$ cat src/sv/pmo_pkg.sv
// ----------------------------------------------------------------------------
// pmo_pkg: shared types and constants for the proportional move block
// Field widths, the request and result payloads, register indexes and the
// command/status groups between the controller and the datapath.
// ----------------------------------------------------------------------------
package pmo_pkg;

  localparam int AXES       = 3;
  localparam int AXW        = 2;
  localparam int POS_W      = 32;
  localparam int GOAL_W     = 24;
  localparam int VEL_W      = 20;
  localparam int DT_W       = 16;
  localparam int GAIN_W     = 16;
  localparam int TOL_W      = 16;
  localparam int DRV_W      = 24;
  localparam int CFG_IDX_W  = 3;
  localparam int CFG_DATA_W = 16;

  // configuration register indexes
  localparam logic [CFG_IDX_W-1:0] CFG_GAIN       = 3'd0;
  localparam logic [CFG_IDX_W-1:0] CFG_TOL_X      = 3'd1;
  localparam logic [CFG_IDX_W-1:0] CFG_TOL_Y      = 3'd2;
  localparam logic [CFG_IDX_W-1:0] CFG_TOL_Z      = 3'd3;
  localparam logic [CFG_IDX_W-1:0] CFG_USE_Z      = 3'd4;
  localparam logic [CFG_IDX_W-1:0] CFG_USE_SWITCH = 3'd5;

  // axis select codes
  localparam logic [AXW-1:0] AX_X = 2'd0;
  localparam logic [AXW-1:0] AX_Y = 2'd1;
  localparam logic [AXW-1:0] AX_Z = 2'd2;

  // request action codes
  localparam logic ACT_START = 1'b0;
  localparam logic ACT_TICK  = 1'b1;

  typedef struct packed {
    logic                     action;
    logic signed [GOAL_W-1:0] target_x;
    logic signed [GOAL_W-1:0] target_y;
    logic signed [GOAL_W-1:0] target_z;
    logic signed [VEL_W-1:0]  vel_x;
    logic signed [VEL_W-1:0]  vel_y;
    logic signed [VEL_W-1:0]  vel_z;
    logic [DT_W-1:0]          tick_time;
    logic                     touch;
  } pmo_in_t;

  typedef struct packed {
    logic signed [DRV_W-1:0] drive_x;
    logic signed [DRV_W-1:0] drive_y;
    logic signed [DRV_W-1:0] drive_z;
    logic                    arrived;
    logic                    switch_stop;
  } pmo_out_t;

  typedef struct packed {
    logic           load;
    logic           int_mul;
    logic           int_add;
    logic           err;
    logic           drv_mul;
    logic           drv_sat;
    logic           fin;
    logic           last;
    logic [AXW-1:0] axis;
  } pmo_cmd_t;

  typedef struct packed {
    logic start_item;
    logic idle_tick;
  } pmo_sts_t;

endpackage

$ cat src/sv/pmo_datapath.sv
// ----------------------------------------------------------------------------
// pmo_datapath: odometry and drive arithmetic, one axis per step
// Holds configuration, goal, position and velocity history, a shared
// integration multiplier, a shared gain multiplier and the result register.
// ----------------------------------------------------------------------------
module pmo_datapath (
  input  logic                                clk,
  input  logic                                rst_n,
  input  pmo_pkg::pmo_in_t                    in_data,
  input  logic                                cfg_we,
  input  logic [pmo_pkg::CFG_IDX_W-1:0]       cfg_index,
  input  logic [pmo_pkg::CFG_DATA_W-1:0]      cfg_data,
  input  pmo_pkg::pmo_cmd_t                   cmd,
  output pmo_pkg::pmo_sts_t                   sts,
  output pmo_pkg::pmo_out_t                   out_data
);

  localparam int IPROD_W   = pmo_pkg::DT_W + 1 + pmo_pkg::VEL_W + 1;
  localparam int INT_SHIFT = 17;
  localparam int INC_W     = IPROD_W - INT_SHIFT;
  localparam int ERR_W     = pmo_pkg::POS_W + 1;
  localparam int DPROD_W   = ERR_W + pmo_pkg::GAIN_W + 1;
  localparam int DRV_SHIFT = 8;
  localparam int DSH_W     = DPROD_W - DRV_SHIFT;

  localparam logic signed [IPROD_W-1:0] INT_HALF = IPROD_W'(64'd1 << (INT_SHIFT - 1));
  localparam logic signed [DPROD_W-1:0] DRV_HALF = DPROD_W'(64'd1 << (DRV_SHIFT - 1));
  localparam logic signed [pmo_pkg::POS_W-1:0] POS_MAX = {1'b0, {(pmo_pkg::POS_W-1){1'b1}}};
  localparam logic signed [pmo_pkg::POS_W-1:0] POS_MIN = {1'b1, {(pmo_pkg::POS_W-1){1'b0}}};
  localparam logic signed [pmo_pkg::DRV_W-1:0] DRV_MAX = {1'b0, {(pmo_pkg::DRV_W-1){1'b1}}};
  localparam logic signed [pmo_pkg::DRV_W-1:0] DRV_MIN = {1'b1, {(pmo_pkg::DRV_W-1){1'b0}}};

  // configuration
  logic [pmo_pkg::GAIN_W-1:0] gain_r;
  logic [pmo_pkg::TOL_W-1:0]  tol_r [pmo_pkg::AXES];
  logic                       use_z_r;
  logic                       use_sw_r;

  // move state
  logic signed [pmo_pkg::GOAL_W-1:0] goal_r [pmo_pkg::AXES];
  logic signed [pmo_pkg::POS_W-1:0]  pos_r  [pmo_pkg::AXES];
  logic signed [pmo_pkg::VEL_W-1:0]  lv_r   [pmo_pkg::AXES];
  logic                              first_r;
  logic                              moving_r;

  // per-request working registers
  pmo_pkg::pmo_in_t                  itm_r;
  logic                              idle_r;
  logic                              within_r;
  logic signed [IPROD_W-1:0]         iprod_r;
  logic signed [ERR_W-1:0]           err_r;
  logic signed [DPROD_W-1:0]         dprod_r;
  logic signed [pmo_pkg::DRV_W-1:0]  drive_r [pmo_pkg::AXES];
  pmo_pkg::pmo_out_t                 out_r;

  logic signed [pmo_pkg::VEL_W-1:0]  v_sel;
  logic signed [pmo_pkg::VEL_W:0]    vsum;
  logic signed [IPROD_W-1:0]         iprod_nxt;
  logic signed [IPROD_W-1:0]         irnd;
  logic signed [INC_W-1:0]           inc;
  logic signed [pmo_pkg::POS_W:0]    psum;
  logic signed [pmo_pkg::POS_W-1:0]  psat;
  logic signed [ERR_W-1:0]           err_nxt;
  logic [ERR_W-1:0]                  mag;
  logic                              chk;
  logic                              too_far;
  logic signed [DPROD_W-1:0]         dprod_nxt;
  logic signed [DPROD_W-1:0]         drnd;
  logic signed [DSH_W-1:0]           dsh;
  logic [DSH_W-pmo_pkg::DRV_W:0]     dhi;
  logic signed [pmo_pkg::DRV_W-1:0]  dsat;
  logic                              sw;
  logic                              done;

  always_comb begin
    unique case (cmd.axis)
      pmo_pkg::AX_X: v_sel = itm_r.vel_x;
      pmo_pkg::AX_Y: v_sel = itm_r.vel_y;
      default:       v_sel = itm_r.vel_z;
    endcase
  end

  // trapezoid increment: dt * (v + last_v), round half up by 2^17
  assign vsum      = (pmo_pkg::VEL_W+1)'(v_sel) + (pmo_pkg::VEL_W+1)'(lv_r[cmd.axis]);
  assign iprod_nxt = IPROD_W'($signed({1'b0, itm_r.tick_time})) * IPROD_W'(vsum);
  assign irnd      = iprod_r + INT_HALF;
  assign inc       = irnd[IPROD_W-1:INT_SHIFT];
  assign psum      = (pmo_pkg::POS_W+1)'(pos_r[cmd.axis]) + (pmo_pkg::POS_W+1)'(inc);
  assign psat      = (psum[pmo_pkg::POS_W] != psum[pmo_pkg::POS_W-1]) ?
                     (psum[pmo_pkg::POS_W] ? POS_MIN : POS_MAX) :
                     psum[pmo_pkg::POS_W-1:0];

  // error and tolerance check
  assign err_nxt = ERR_W'(goal_r[cmd.axis]) - ERR_W'(pos_r[cmd.axis]);
  assign mag     = err_nxt[ERR_W-1] ? $unsigned(-err_nxt) : $unsigned(err_nxt);
  assign chk     = (cmd.axis != pmo_pkg::AX_Z) || use_z_r;
  assign too_far = chk && (mag > ERR_W'(tol_r[cmd.axis]));

  // drive: error * gain, round half up by 2^8, saturate
  assign dprod_nxt = DPROD_W'(err_r) * DPROD_W'($signed({1'b0, gain_r}));
  assign drnd      = dprod_r + DRV_HALF;
  assign dsh       = drnd[DPROD_W-1:DRV_SHIFT];
  assign dhi       = dsh[DSH_W-1:pmo_pkg::DRV_W-1];
  assign dsat      = ((&dhi) || !(|dhi)) ? dsh[pmo_pkg::DRV_W-1:0] :
                     (dsh[DSH_W-1] ? DRV_MIN : DRV_MAX);

  assign sw   = use_sw_r && itm_r.touch;
  assign done = within_r || sw;

  // control and configuration
  always_ff @(posedge clk) begin
    if (!rst_n) begin
      gain_r   <= pmo_pkg::GAIN_W'(256);
      tol_r[0] <= pmo_pkg::TOL_W'(256);
      tol_r[1] <= pmo_pkg::TOL_W'(256);
      tol_r[2] <= pmo_pkg::TOL_W'(256);
      use_z_r  <= 1'b0;
      use_sw_r <= 1'b0;
      first_r  <= 1'b1;
      moving_r <= 1'b0;
    end else begin
      if (cfg_we) begin
        unique case (cfg_index)
          pmo_pkg::CFG_GAIN:       gain_r   <= cfg_data;
          pmo_pkg::CFG_TOL_X:      tol_r[0] <= cfg_data;
          pmo_pkg::CFG_TOL_Y:      tol_r[1] <= cfg_data;
          pmo_pkg::CFG_TOL_Z:      tol_r[2] <= cfg_data;
          pmo_pkg::CFG_USE_Z:      use_z_r  <= cfg_data[0];
          pmo_pkg::CFG_USE_SWITCH: use_sw_r <= cfg_data[0];
          default: ;
        endcase
      end
      if (cmd.load && (in_data.action == pmo_pkg::ACT_START)) begin
        first_r  <= 1'b1;
        moving_r <= 1'b1;
      end
      if (cmd.int_add && cmd.last) begin
        first_r <= 1'b0;
      end
      if (cmd.fin && !idle_r && done) begin
        moving_r <= 1'b0;
      end
    end
  end

  // payload
  always_ff @(posedge clk) begin
    if (cmd.load) begin
      itm_r    <= in_data;
      idle_r   <= (in_data.action == pmo_pkg::ACT_TICK) && !moving_r;
      within_r <= 1'b1;
      if (in_data.action == pmo_pkg::ACT_START) begin
        goal_r[0] <= in_data.target_x;
        goal_r[1] <= in_data.target_y;
        goal_r[2] <= in_data.target_z;
        for (int a = 0; a < pmo_pkg::AXES; a++) begin
          pos_r[a] <= '0;
          lv_r[a]  <= '0;
        end
      end
    end
    if (cmd.int_mul) begin
      iprod_r <= iprod_nxt;
    end
    if (cmd.int_add) begin
      if (!first_r) begin
        pos_r[cmd.axis] <= psat;
      end
      lv_r[cmd.axis] <= v_sel;
    end
    if (cmd.err) begin
      err_r <= err_nxt;
      if (too_far) begin
        within_r <= 1'b0;
      end
    end
    if (cmd.drv_mul) begin
      dprod_r <= dprod_nxt;
    end
    if (cmd.drv_sat) begin
      drive_r[cmd.axis] <= ((cmd.axis == pmo_pkg::AX_Z) && !use_z_r) ? '0 : dsat;
    end
    if (cmd.fin) begin
      if (idle_r) begin
        out_r <= '0;
      end else if (done) begin
        out_r <= '{drive_x: '0, drive_y: '0, drive_z: '0,
                   arrived: within_r, switch_stop: sw};
      end else begin
        out_r <= '{drive_x: drive_r[0], drive_y: drive_r[1], drive_z: drive_r[2],
                   arrived: 1'b0, switch_stop: 1'b0};
      end
    end
  end

  assign sts.start_item = (itm_r.action == pmo_pkg::ACT_START);
  assign sts.idle_tick  = idle_r;
  assign out_data       = out_r;

endmodule

$ cat src/sv/pmo_ctrl.sv
// ----------------------------------------------------------------------------
// pmo_ctrl: sequencer for the proportional move block
// Walks the axes through integration and drive steps and owns the
// request and result handshakes.
// ----------------------------------------------------------------------------
module pmo_ctrl (
  input  logic                clk,
  input  logic                rst_n,
  input  logic                in_valid,
  output logic                in_stall,
  output logic                out_valid,
  input  logic                out_stall,
  input  pmo_pkg::pmo_sts_t   sts,
  output pmo_pkg::pmo_cmd_t   cmd
);

  typedef enum logic [7:0] {
    S_IDLE = 8'b0000_0001,
    S_DISP = 8'b0000_0010,
    S_IMUL = 8'b0000_0100,
    S_IADD = 8'b0000_1000,
    S_ERR  = 8'b0001_0000,
    S_DMUL = 8'b0010_0000,
    S_DSAT = 8'b0100_0000,
    S_FIN  = 8'b1000_0000
  } state_t;

  state_t                     state_r, state_nxt;
  logic [pmo_pkg::AXW-1:0]    axis_r, axis_nxt;
  logic                       out_valid_r, out_valid_nxt;

  always_comb begin
    state_nxt     = state_r;
    axis_nxt      = axis_r;
    out_valid_nxt = out_valid_r && out_stall;
    cmd           = '0;
    cmd.axis      = axis_r;
    unique case (state_r)
      S_IDLE: begin
        if (in_valid) begin
          cmd.load  = 1'b1;
          state_nxt = S_DISP;
        end
      end
      S_DISP: begin
        axis_nxt = pmo_pkg::AX_X;
        priority if (sts.idle_tick) begin
          state_nxt = S_FIN;
        end else if (sts.start_item) begin
          state_nxt = S_ERR;
        end else begin
          state_nxt = S_IMUL;
        end
      end
      S_IMUL: begin
        cmd.int_mul = 1'b1;
        state_nxt   = S_IADD;
      end
      S_IADD: begin
        cmd.int_add = 1'b1;
        if (axis_r == pmo_pkg::AX_Z) begin
          cmd.last  = 1'b1;
          axis_nxt  = pmo_pkg::AX_X;
          state_nxt = S_ERR;
        end else begin
          axis_nxt  = axis_r + pmo_pkg::AXW'(1);
          state_nxt = S_IMUL;
        end
      end
      S_ERR: begin
        cmd.err   = 1'b1;
        state_nxt = S_DMUL;
      end
      S_DMUL: begin
        cmd.drv_mul = 1'b1;
        state_nxt   = S_DSAT;
      end
      S_DSAT: begin
        cmd.drv_sat = 1'b1;
        if (axis_r == pmo_pkg::AX_Z) begin
          axis_nxt  = pmo_pkg::AX_X;
          state_nxt = S_FIN;
        end else begin
          axis_nxt  = axis_r + pmo_pkg::AXW'(1);
          state_nxt = S_ERR;
        end
      end
      S_FIN: begin
        if (!out_valid_r || !out_stall) begin
          cmd.fin       = 1'b1;
          out_valid_nxt = 1'b1;
          state_nxt     = S_IDLE;
        end
      end
      default: begin
        state_nxt = S_IDLE;
      end
    endcase
  end

  always_ff @(posedge clk) begin
    if (!rst_n) begin
      state_r     <= S_IDLE;
      axis_r      <= pmo_pkg::AX_X;
      out_valid_r <= 1'b0;
    end else begin
      state_r     <= state_nxt;
      axis_r      <= axis_nxt;
      out_valid_r <= out_valid_nxt;
    end
  end

  assign in_stall  = (state_r != S_IDLE);
  assign out_valid = out_valid_r;

endmodule

$ cat src/sv/proportional_move_with_odometry.sv
// ----------------------------------------------------------------------------
// proportional_move_with_odometry: relative 3-axis move, P control + odometry
// Integrates measured velocities by the trapezoid rule and issues saturated
// proportional drive commands until the target is reached or a switch trips.
// ----------------------------------------------------------------------------
// Usage:
//   Request channel (in_valid/in_stall/in_data): a start request loads the
//   relative target and clears position; a tick request brings velocities,
//   elapsed time and the switch state. Every request yields one result on
//   the result channel (out_valid/out_stall/out_data).
//   Configuration (cfg_we/cfg_index/cfg_data) writes gain, tolerances and
//   the z-axis and switch enables; write only while the block is idle.
// Timing:
//   The block works on one request at a time; in_stall is low only while it
//   waits for a request. A tick during a move runs two steps per axis on the
//   shared integration multiplier, then three steps per axis on the shared
//   gain multiplier, between dispatch and result load; a start skips the
//   integration steps, and a tick with no move active goes from dispatch
//   straight to the result load. The next request is taken only once the
//   result is registered, so a move advances one tick at a time.
//   A stalled result sits in the output register; the next request is still
//   accepted and processed, and it waits only for that register to empty.
// Reset: clears gain to 1.0, tolerances to 256, both enables and the move,
//   and drops any pending result.
// ----------------------------------------------------------------------------
module proportional_move_with_odometry (
  input  logic                                clk,
  input  logic                                rst_n,
  input  logic                                in_valid,
  output logic                                in_stall,
  input  pmo_pkg::pmo_in_t                    in_data,
  output logic                                out_valid,
  input  logic                                out_stall,
  output pmo_pkg::pmo_out_t                   out_data,
  input  logic                                cfg_we,
  input  logic [pmo_pkg::CFG_IDX_W-1:0]       cfg_index,
  input  logic [pmo_pkg::CFG_DATA_W-1:0]      cfg_data
);

  pmo_pkg::pmo_cmd_t cmd;
  pmo_pkg::pmo_sts_t sts;

  // sequencer: handshakes and per-axis step order
  pmo_ctrl u_ctrl (
    .clk       (clk),
    .rst_n     (rst_n),
    .in_valid  (in_valid),
    .in_stall  (in_stall),
    .out_valid (out_valid),
    .out_stall (out_stall),
    .sts       (sts),
    .cmd       (cmd)
  );

  // arithmetic, move state and result register
  pmo_datapath u_datapath (
    .clk       (clk),
    .rst_n     (rst_n),
    .in_data   (in_data),
    .cfg_we    (cfg_we),
    .cfg_index (cfg_index),
    .cfg_data  (cfg_data),
    .cmd       (cmd),
    .sts       (sts),
    .out_data  (out_data)
  );

  // one request in flight: an accepted request blocks the next cycle
  a_one_in_flight : assert property (
    @(posedge clk) disable iff (!rst_n)
    (in_valid && !in_stall) |=> in_stall
  ) else $error("request accepted while another is in work");

  // an ended move reports zero drive on every axis
  a_stop_zero_drive : assert property (
    @(posedge clk) disable iff (!rst_n)
    (out_valid && (out_data.arrived || out_data.switch_stop)) |->
      ((out_data.drive_x == '0) && (out_data.drive_y == '0) && (out_data.drive_z == '0))
  ) else $error("nonzero drive on ending result");

  // a new result only appears after the sequencer was busy
  a_result_from_work : assert property (
    @(posedge clk) disable iff (!rst_n)
    $rose(out_valid) |-> $past(in_stall)
  ) else $error("result without a request in work");

endmodule

$ cat config.mk
export PLATFORM = sky130hd
export DESIGN_NAME = proportional_move_with_odometry
export DESIGN_NICKNAME = d
export VERILOG_FILES = /design/src/sv/pmo_pkg.sv /design/src/sv/pmo_datapath.sv /design/src/sv/pmo_ctrl.sv /design/src/sv/proportional_move_with_odometry.sv
export SDC_FILE = /design/constraint.sdc
export NUM_CORES = 2
export LEC_CHECK = 0
export BUFFER_PORTS_ARGS = -buffer_cell sky130_fd_sc_hd__buf_4
export CORE_UTILIZATION = 40
export CTS_CLUSTER_SIZE = 14
export DETAILED_ROUTE_END_ITERATION = 8
export SLEW_MARGIN = 15
export SYNTH_ARGS = -nofsm -noshare
export SYNTH_HDL_FRONTEND = slang
export SYNTH_SLANG_ARGS = --single-unit
$ cat constraint.sdc
create_clock -name clk -period 13.3 [get_ports clk]
set_clock_uncertainty 0.1 [all_clocks]
set_input_delay 1.33 -clock clk [delete_from_list [all_inputs] [get_ports clk]]
set_output_delay 1.33 -clock clk [all_outputs]
set_load 0.005 [all_outputs]
### After elaboration in Yosys (flattened, before gate mapping)

Memory sizes are Yosys's and may differ from the RTL's. A register that Yosys moved wholly into a read port is not among the register bits.
Cells that the tools add are included.

| word-level totals | value |
|---|---|
| output and inout port bits | 76 |
| memories | 5 |
| memory bits (writable) | 348 |
| register bits | 234 |

| cells by class | value |
|---|---|
| multiply operators | 2 |
| multiplexer cells | 74 |
| reduce and logical (&&, ||, !) cells | 35 |
| equality and inequality tests | 20 |
| bitwise gates (word level) | 6 |
| $add $sub $neg | 7 |
| magnitude comparators | 1 |

Memories:

| name | words | width | rd ports | clocked after Yosys merged registers in | write ports | line | source |
|---|---|---|---|---|---|---|---|
| u_datapath.pos_r | 3 | 32 | 1 | 1 | 3 | pmo_datapath.sv:41 | `logic signed [pmo_pkg::POS_W-1:0] pos_r [pmo_pkg::AXES];` |
| u_datapath.drive_r | 3 | 24 | 3 | 3 | 1 | pmo_datapath.sv:53 | `logic signed [pmo_pkg::DRV_W-1:0] drive_r [pmo_pkg::AXES];` |
| u_datapath.goal_r | 3 | 24 | 1 | 1 | 3 | pmo_datapath.sv:40 | `logic signed [pmo_pkg::GOAL_W-1:0] goal_r [pmo_pkg::AXES];` |
| u_datapath.lv_r | 3 | 20 | 1 | 1 | 3 | pmo_datapath.sv:42 | `logic signed [pmo_pkg::VEL_W-1:0] lv_r [pmo_pkg::AXES];` |
| u_datapath.tol_r | 3 | 16 | 1 | 1 | 3 | pmo_datapath.sv:35 | `logic [pmo_pkg::TOL_W-1:0] tol_r [pmo_pkg::AXES];` |

Operator list:

| kind | number |
|---|---|
| $mux 32 | 3 |
| $mux 24 | 3 |
| $pmux 8 s8 | 1 |
| $add 50x9->50 const B | 1 |
| $mul 33x17->50 | 1 |
| $mux 16 | 3 |
| $mux 1 | 43 |
| $pmux 20 s2 | 1 |
| $add 38x18->38 const B | 1 |
| $mul 17x21->38 | 1 |
| $add 32x21->33 | 1 |
| $gt 33x16->1 | 1 |
| $mux 33 | 1 |
| $neg 33->33 | 1 |
| $sub 24x32->33 | 1 |
| $mux 8 | 4 |
| $reduce_or 32->1 | 1 |
| $mux 2 | 11 |
| $add 20x20->21 | 1 |
| $mux 20 | 1 |
| $reduce_or 20->1 | 1 |
| $reduce_and 19->1 | 1 |
| $reduce_or 19->1 | 1 |
| $mux 5 | 2 |
| other kinds (29) | 59 |

### Depth between registers and ports, before layout

| logic depth | value |
|---|---|
| word-level depth | 7 |
| depth in mapped cells | 44 |

### By module

Synthesis repeated with hierarchy kept, for this count alone.

| unflattened totals | value |
|---|---|
| cell total of the unflattened synthesis | 5803 |
| area, all modules | 62119.6 sq um |

Modules (own cells, without submodules):

| module | cells each | sequential area each (sq um) | area each (sq um) | times used |
|---|---|---|---|---|
| pmo_datapath | 5718 | 19969.2 | 61432.7 | 1 |
| pmo_ctrl | 85 | 220.2 | 686.9 | 1 |

### Worst setup path after synthesis

OpenSTA, ideal clock, no wires.

| timing path | value |
|---|---|
| kind | reg-to-reg |
| start | register (tool-made name) |
| end | register u_datapath.iprod_r[37] (data pin) |
| library setup time | 0.266 ns |
| slack | 3.170 ns |
| data required time | 12.934 ns |
| buffers on the path | 3 |
| data arrival time | 9.764 ns |
| stages on the path, launching flop included | 41 |
| cells stage by stage | dfxtp_1 -> clkbuf_1 -> clkbuf_1 -> mux4_2 -> ha_1 -> fa_1 -> a21o_1 -> a21oi_1 -> o21bai_1 -> a21oi_1 -> o21bai_1 -> a21oi_1 -> o311a_1 -> a211oi_1 -> o31ai_1 -> o211ai_1 -> o21ai_0 -> clkbuf_1 -> [... 5 more ...] -> fa_1 -> fa_1 -> inv_1 -> fa_1 -> inv_1 -> ha_1 -> a21o_1 -> a21oi_1 -> nor2b_1 -> o21ai_0 -> nand2b_1 -> a21oi_1 -> o21ai_0 -> o21ai_0 -> a211o_1 -> nand2_1 -> o41ai_1 -> xnor2_1 |

RTL lines:

| element | line | source |
|---|---|---|
| end signal: assignment | pmo_datapath.sv:163 | `iprod_r <= iprod_nxt;` |
| end: declaration | pmo_datapath.sv:50 | `logic signed [IPROD_W-1:0] iprod_r;` |

### Worst setup path in the final report

| timing path | value |
|---|---|
| start | register u_ctrl.axis_r[0] (netlist name) |
| end | register u_datapath.iprod_r[36] (data pin) |

| on the way | value |
|---|---|
| longest elaborated chain between the ends | 4 |
| elaborated cells on any way between the ends | 5 |
| classes of those cells | 1 x add/sub; 1 x mul; 1 x eq/ne; 1 x mux; 1 x reduce/logical |

RTL lines:

| element | line | source |
|---|---|---|
| start: declaration | pmo_ctrl.sv:29 | `logic [pmo_pkg::AXW-1:0] axis_r, axis_nxt;` |
| start signal: assignment | pmo_ctrl.sv:104 | `axis_r <= pmo_pkg::AX_X;` |
| start signal: assignment | pmo_ctrl.sv:108 | `axis_r <= axis_nxt;` |
| $eq 2x1->1 / $logic_not 2->1 (equally long branches) | pmo_datapath.sv:76 | `unique case (cmd.axis)` |
| $pmux 20 s2 (*) | pmo_datapath.sv:76 |  |
| via u_datapath.v_sel (one bit) | pmo_datapath.sv:56 | `logic signed [pmo_pkg::VEL_W-1:0] v_sel;` |
| $add 20x20->21 (*) | pmo_datapath.sv:84 | `assign vsum = (pmo_pkg::VEL_W+1)'(v_sel) + (pmo_pkg::VEL_W+1)'(lv_r[cmd.axis]);` |
| $mul 17x21->38 (*) | pmo_datapath.sv:85 | `assign iprod_nxt = IPROD_W'($signed({1'b0, itm_r.tick_time})) * IPROD_W'(vsum);` |
| via u_datapath.iprod_nxt[36] | pmo_datapath.sv:58 | `logic signed [IPROD_W-1:0] iprod_nxt;` |

Mark *: on every way through the listed nets, which the timed path passes. The rest lies on a longest branch.
A chain may end at the register's enable or synchronous reset.

==> impl_metrics.ini <==
[detailed_routing]
drcViolationCount = 0
ant_nets = 0
routed_wl_mm = 162.3
vias = 42280
vias_per_cell = 5.225
dr.pass1.iters = 6
wl_per_cell_um = 20.05
drtIter0Drc = 2989

[floorplan]
fp.dieH_um = 395.2
start_util_pct = 40.52
ios = 250
coreArea_um2 = 152600
die_area_um2 = 156200
die-width_um = 395.2
rows = 143

[timing]
tns_ps = 0
rsz0062_at_grt = no
tightest_slew_ps = 1139
drv_slew = 0
fin_ws_ps = 2020
setup_violations = 0
final_hold_viol_count = 0
fin_crit_ps = 11280
period_share_pct = 84.81
max-slew-margin-rel_pct = 23.89
fmax_mhz = 88.65
hold-worst-slack_ps = 404.4

[power]
p_leak_nw = 29.15
peakVddDrop_uv = 793.5
powerDensity_nw_per_um2 = 246.2

[yosys]
yosysSeqAreaShare_pct = 32.71
yosys_warnings = 0
syn-cell-area_um2 = 61840
synth_flop_cell = edfxtp_1
synthCells = 5858
async_flop_share_pct = 0
synth.net_count = 7176
yosys_register_bits = 685
yosysUniqueCellTypes = 89
synth_area_per_cell_um2 = 10.56
synth_edf_count = 651

[critical_path]
worstPathArrival_ps = 11600
critPathRequiredTime_ps = 13620
slowest_delay_ps = 860
cp_slowest_cell = dfxtp_2
r2r_slack_ps = 2020
reg2reg_to = u_datapath.iprod_r[36]
crit_top_cell = fa_1
rr_startpoint = u_ctrl.axis_r[0]
start_kind = flip-flop
crit_path_end_kind = flip-flop
path_class = flip-flop to flip-flop
worstPathMaxFanout = 27
ff2ff_path_depth = 37

[placement]
gp_congestion = 0.8632
dpl.hpwl_mm = 121.4
portBuffers = 249
dp.cells = 7948
place_worst_setup_slack_ps = 2077

[global_route]
grt_antenna_before_repair = 5
grt_pass1_vias = 43830
grt_use_total_pct = 21.09
grt_overflow = 0
grt_pass1_wl_mm = 253.5
grt_max_degree = 86

[finish]
area_growth_pct = 10.72
nNetsFinal = 7316
fillers = 14190
layout-drive-gt1-share_pct = 9.091
fin_cells = 8092

[hold_path]
hp-start = u_datapath.moving_r
min_to = u_datapath.moving_r
worstHoldPathType = flip-flop to flip-flop
hold_depth = 2

[clock_network]
clockRootBuffer = clkbuf_16
cts_buffer_depth = 3
clk_pin_slew_ps = 60
cts_tree = built
clk_latency_ps = 710
htreeDepth = 3
clock_sinks = 685
postCtsResizedCells = 0
cts_hold_buf = 0
numCtsBuffers = 78
cts_setup_buffers = 0

[outcome]
status = finished clean

[run]
drv_cap = 0
-- area by class of cell --
cell class,instances,area [um^2],area share [%]
antenna,1,2.502,0.003655
clock buffer,98,2048,2.992
clock inverter,45,498.0,0.7274
inverter,1037,3896,5.691
multi-input combinational,3885,36880,53.87
sequential,685,20250,29.58
tap,2030,2540,3.710
timing repair buffer,311,2347,3.428
-- power by group --
group | switching (mW) | internal (mW) | leakage (nW)
registers | 0.0492 | 3.11 | 6.33
clock network | 0.919 | 1.21 | 1.20
logic | 6.44 | 5.14 | 21.6
total | 7.41 | 9.45 | 29.1
-- through the flow --
step	util [%]	power, mW	instance area, um^2
6_report	44.86	16.86	68460
5_1_grt	44.86	18.88	68460
4_1_cts	44.86	17.13	68460
3_5_place_dp	43.19	14.88	65920
3_3_place_gp	43.19	14.78	65920
2_1_floorplan	-	12.27	61840
-- layout by cell type (no fill, tap or decap), types with 13 or more instances in the layout --
master,n
nand3_1,70
a21oi_1,204
o21ai_0,185
mux4_2,52
dfxtp_2,13
nand2_1,721
and3_1,105
buf_4,310
nor3_1,44
fa_1,831
clkbuf_16,79
edfxtp_1,651
mux2i_1,67
or2_2,19
inv_1,1033
xor2_1,53
and4_1,16
nor2b_1,29
o21a_1,29
xnor2_1,130
nor2_1,272
dfxtp_1,19
a211oi_1,20
o31ai_1,14
clkbuf_1,19
nor4_1,15
and2_1,366
nand2b_1,21
a31oi_1,14
clkinv_1,18
ha_1,313
o21bai_1,15
o211ai_1,13
a21o_1,72
nand4_1,31
-- critical path: cells and delay by family (launching register included) --
kind	cells	cell delay, ps
muxes	1	270
buffers and inverters	5	660
adders and majority gates	9	4620
AOI/OAI and AO/OA	16	3620
and+or+nand+nor	5	680
xor gates and xnor gates	1	130
DFF	1	860
-- kinds of logic (layout without fill, tap and decap cells) --
kind of cell / after synthesis / count (layout) / share of synthesized area, %
AND/OR/NAND/NOR: 1766 / 1766 / 13.83
buffers and inverters: 1288 / 1491 / 7.829
adder cells (fa/ha/maj): 1156 / 1156 / 33.43
flip-flops: 685 / 685 / 32.71
AO/OA/AOI/OAI: 648 / 648 / 6.416
XOR/XNOR: 192 / 192 / 2.719
multiplexers: 123 / 123 / 3.057
other: 0 / 1 / 0
-- worst max path at each step --
stage | start | endpoint | slack [ps] | depth (start not counted)
finish | u_ctrl.axis_r[0] | u_datapath.iprod_r[36] | 2020 | 37
global route | u_ctrl.axis_r[0] | u_datapath.iprod_r[36] | 1080 | 37
CTS | u_ctrl.axis_r[0] | u_datapath.iprod_r[36] | 2020 | 37
detailed placement | u_ctrl.axis_r[0] | u_datapath.iprod_r[36] | 2080 | 37
global placement | u_ctrl.axis_r[0] | u_datapath.iprod_r[36] | 2280 | 37
floorplan | flip-flop | u_datapath.iprod_r[37] | 3170 | 40
-- sequential cells by signal, summed over array words and instances (netlist names), 2 cells and up, named ones only --
name / count
out_data: 72
u_ctrl.axis_r: 2
u_ctrl.state_r: 8
u_datapath.dprod_r: 43
u_datapath.drive_r: 72
u_datapath.err_r: 33
u_datapath.gain_r: 16
u_datapath.goal_r: 72
u_datapath.iprod_r: 22
u_datapath.itm_r: 78
u_datapath.lv_r: 80
u_datapath.out_data: 2
u_datapath.pos_r: 128
u_datapath.tol_r: 48
-- layer usage --
metal,GRT usage [%],up-vias,wire (um)
met5,0,-,34
met4,6.070,6,4606
met2,35.60,1283,78840
met1,28.04,21550,68590
met3,3.188,250,10220
li1,-,19190,-
-- Yosys cell counts (12+ instances only) --
master       n  area [um^2]
a31oi_1     14        87.58
o21a_1      29        217.7
xor2_1      55        481.7
o211ai_1    13        97.59
dfxtp_1     34        680.7
nor2_1     273         1025
edfxtp_1   651        19550
nand4_1     31        193.9
nand2b_1    21        131.4
and3_1     105        656.9
inv_1     1035         3885
o21ai_0    188        940.9
nor4_1      15        93.84
a211oi_1    20        150.1
clkbuf_1   235        882.1
fa_1       831        16640
and2_1     366         2290
a21oi_1    206         1031
buf_1       13        48.80
nor2b_1     31        193.9
and4_1      16        140.1
nand2_1    721         2706
mux4_2      52         1171
maj3_1      12        120.1
nand3_1     70        350.3
ha_1       313         3916
xnor2_1    137         1200
nor3_1      45        225.2
or3_1       12        75.07
mux2i_1     67        670.6
or2_2       19        118.9
o21bai_1    15        112.6
a21o_1      72        540.5
o31ai_1     14        105.1
Note: power is estimated with default switching activity, not from simulation.
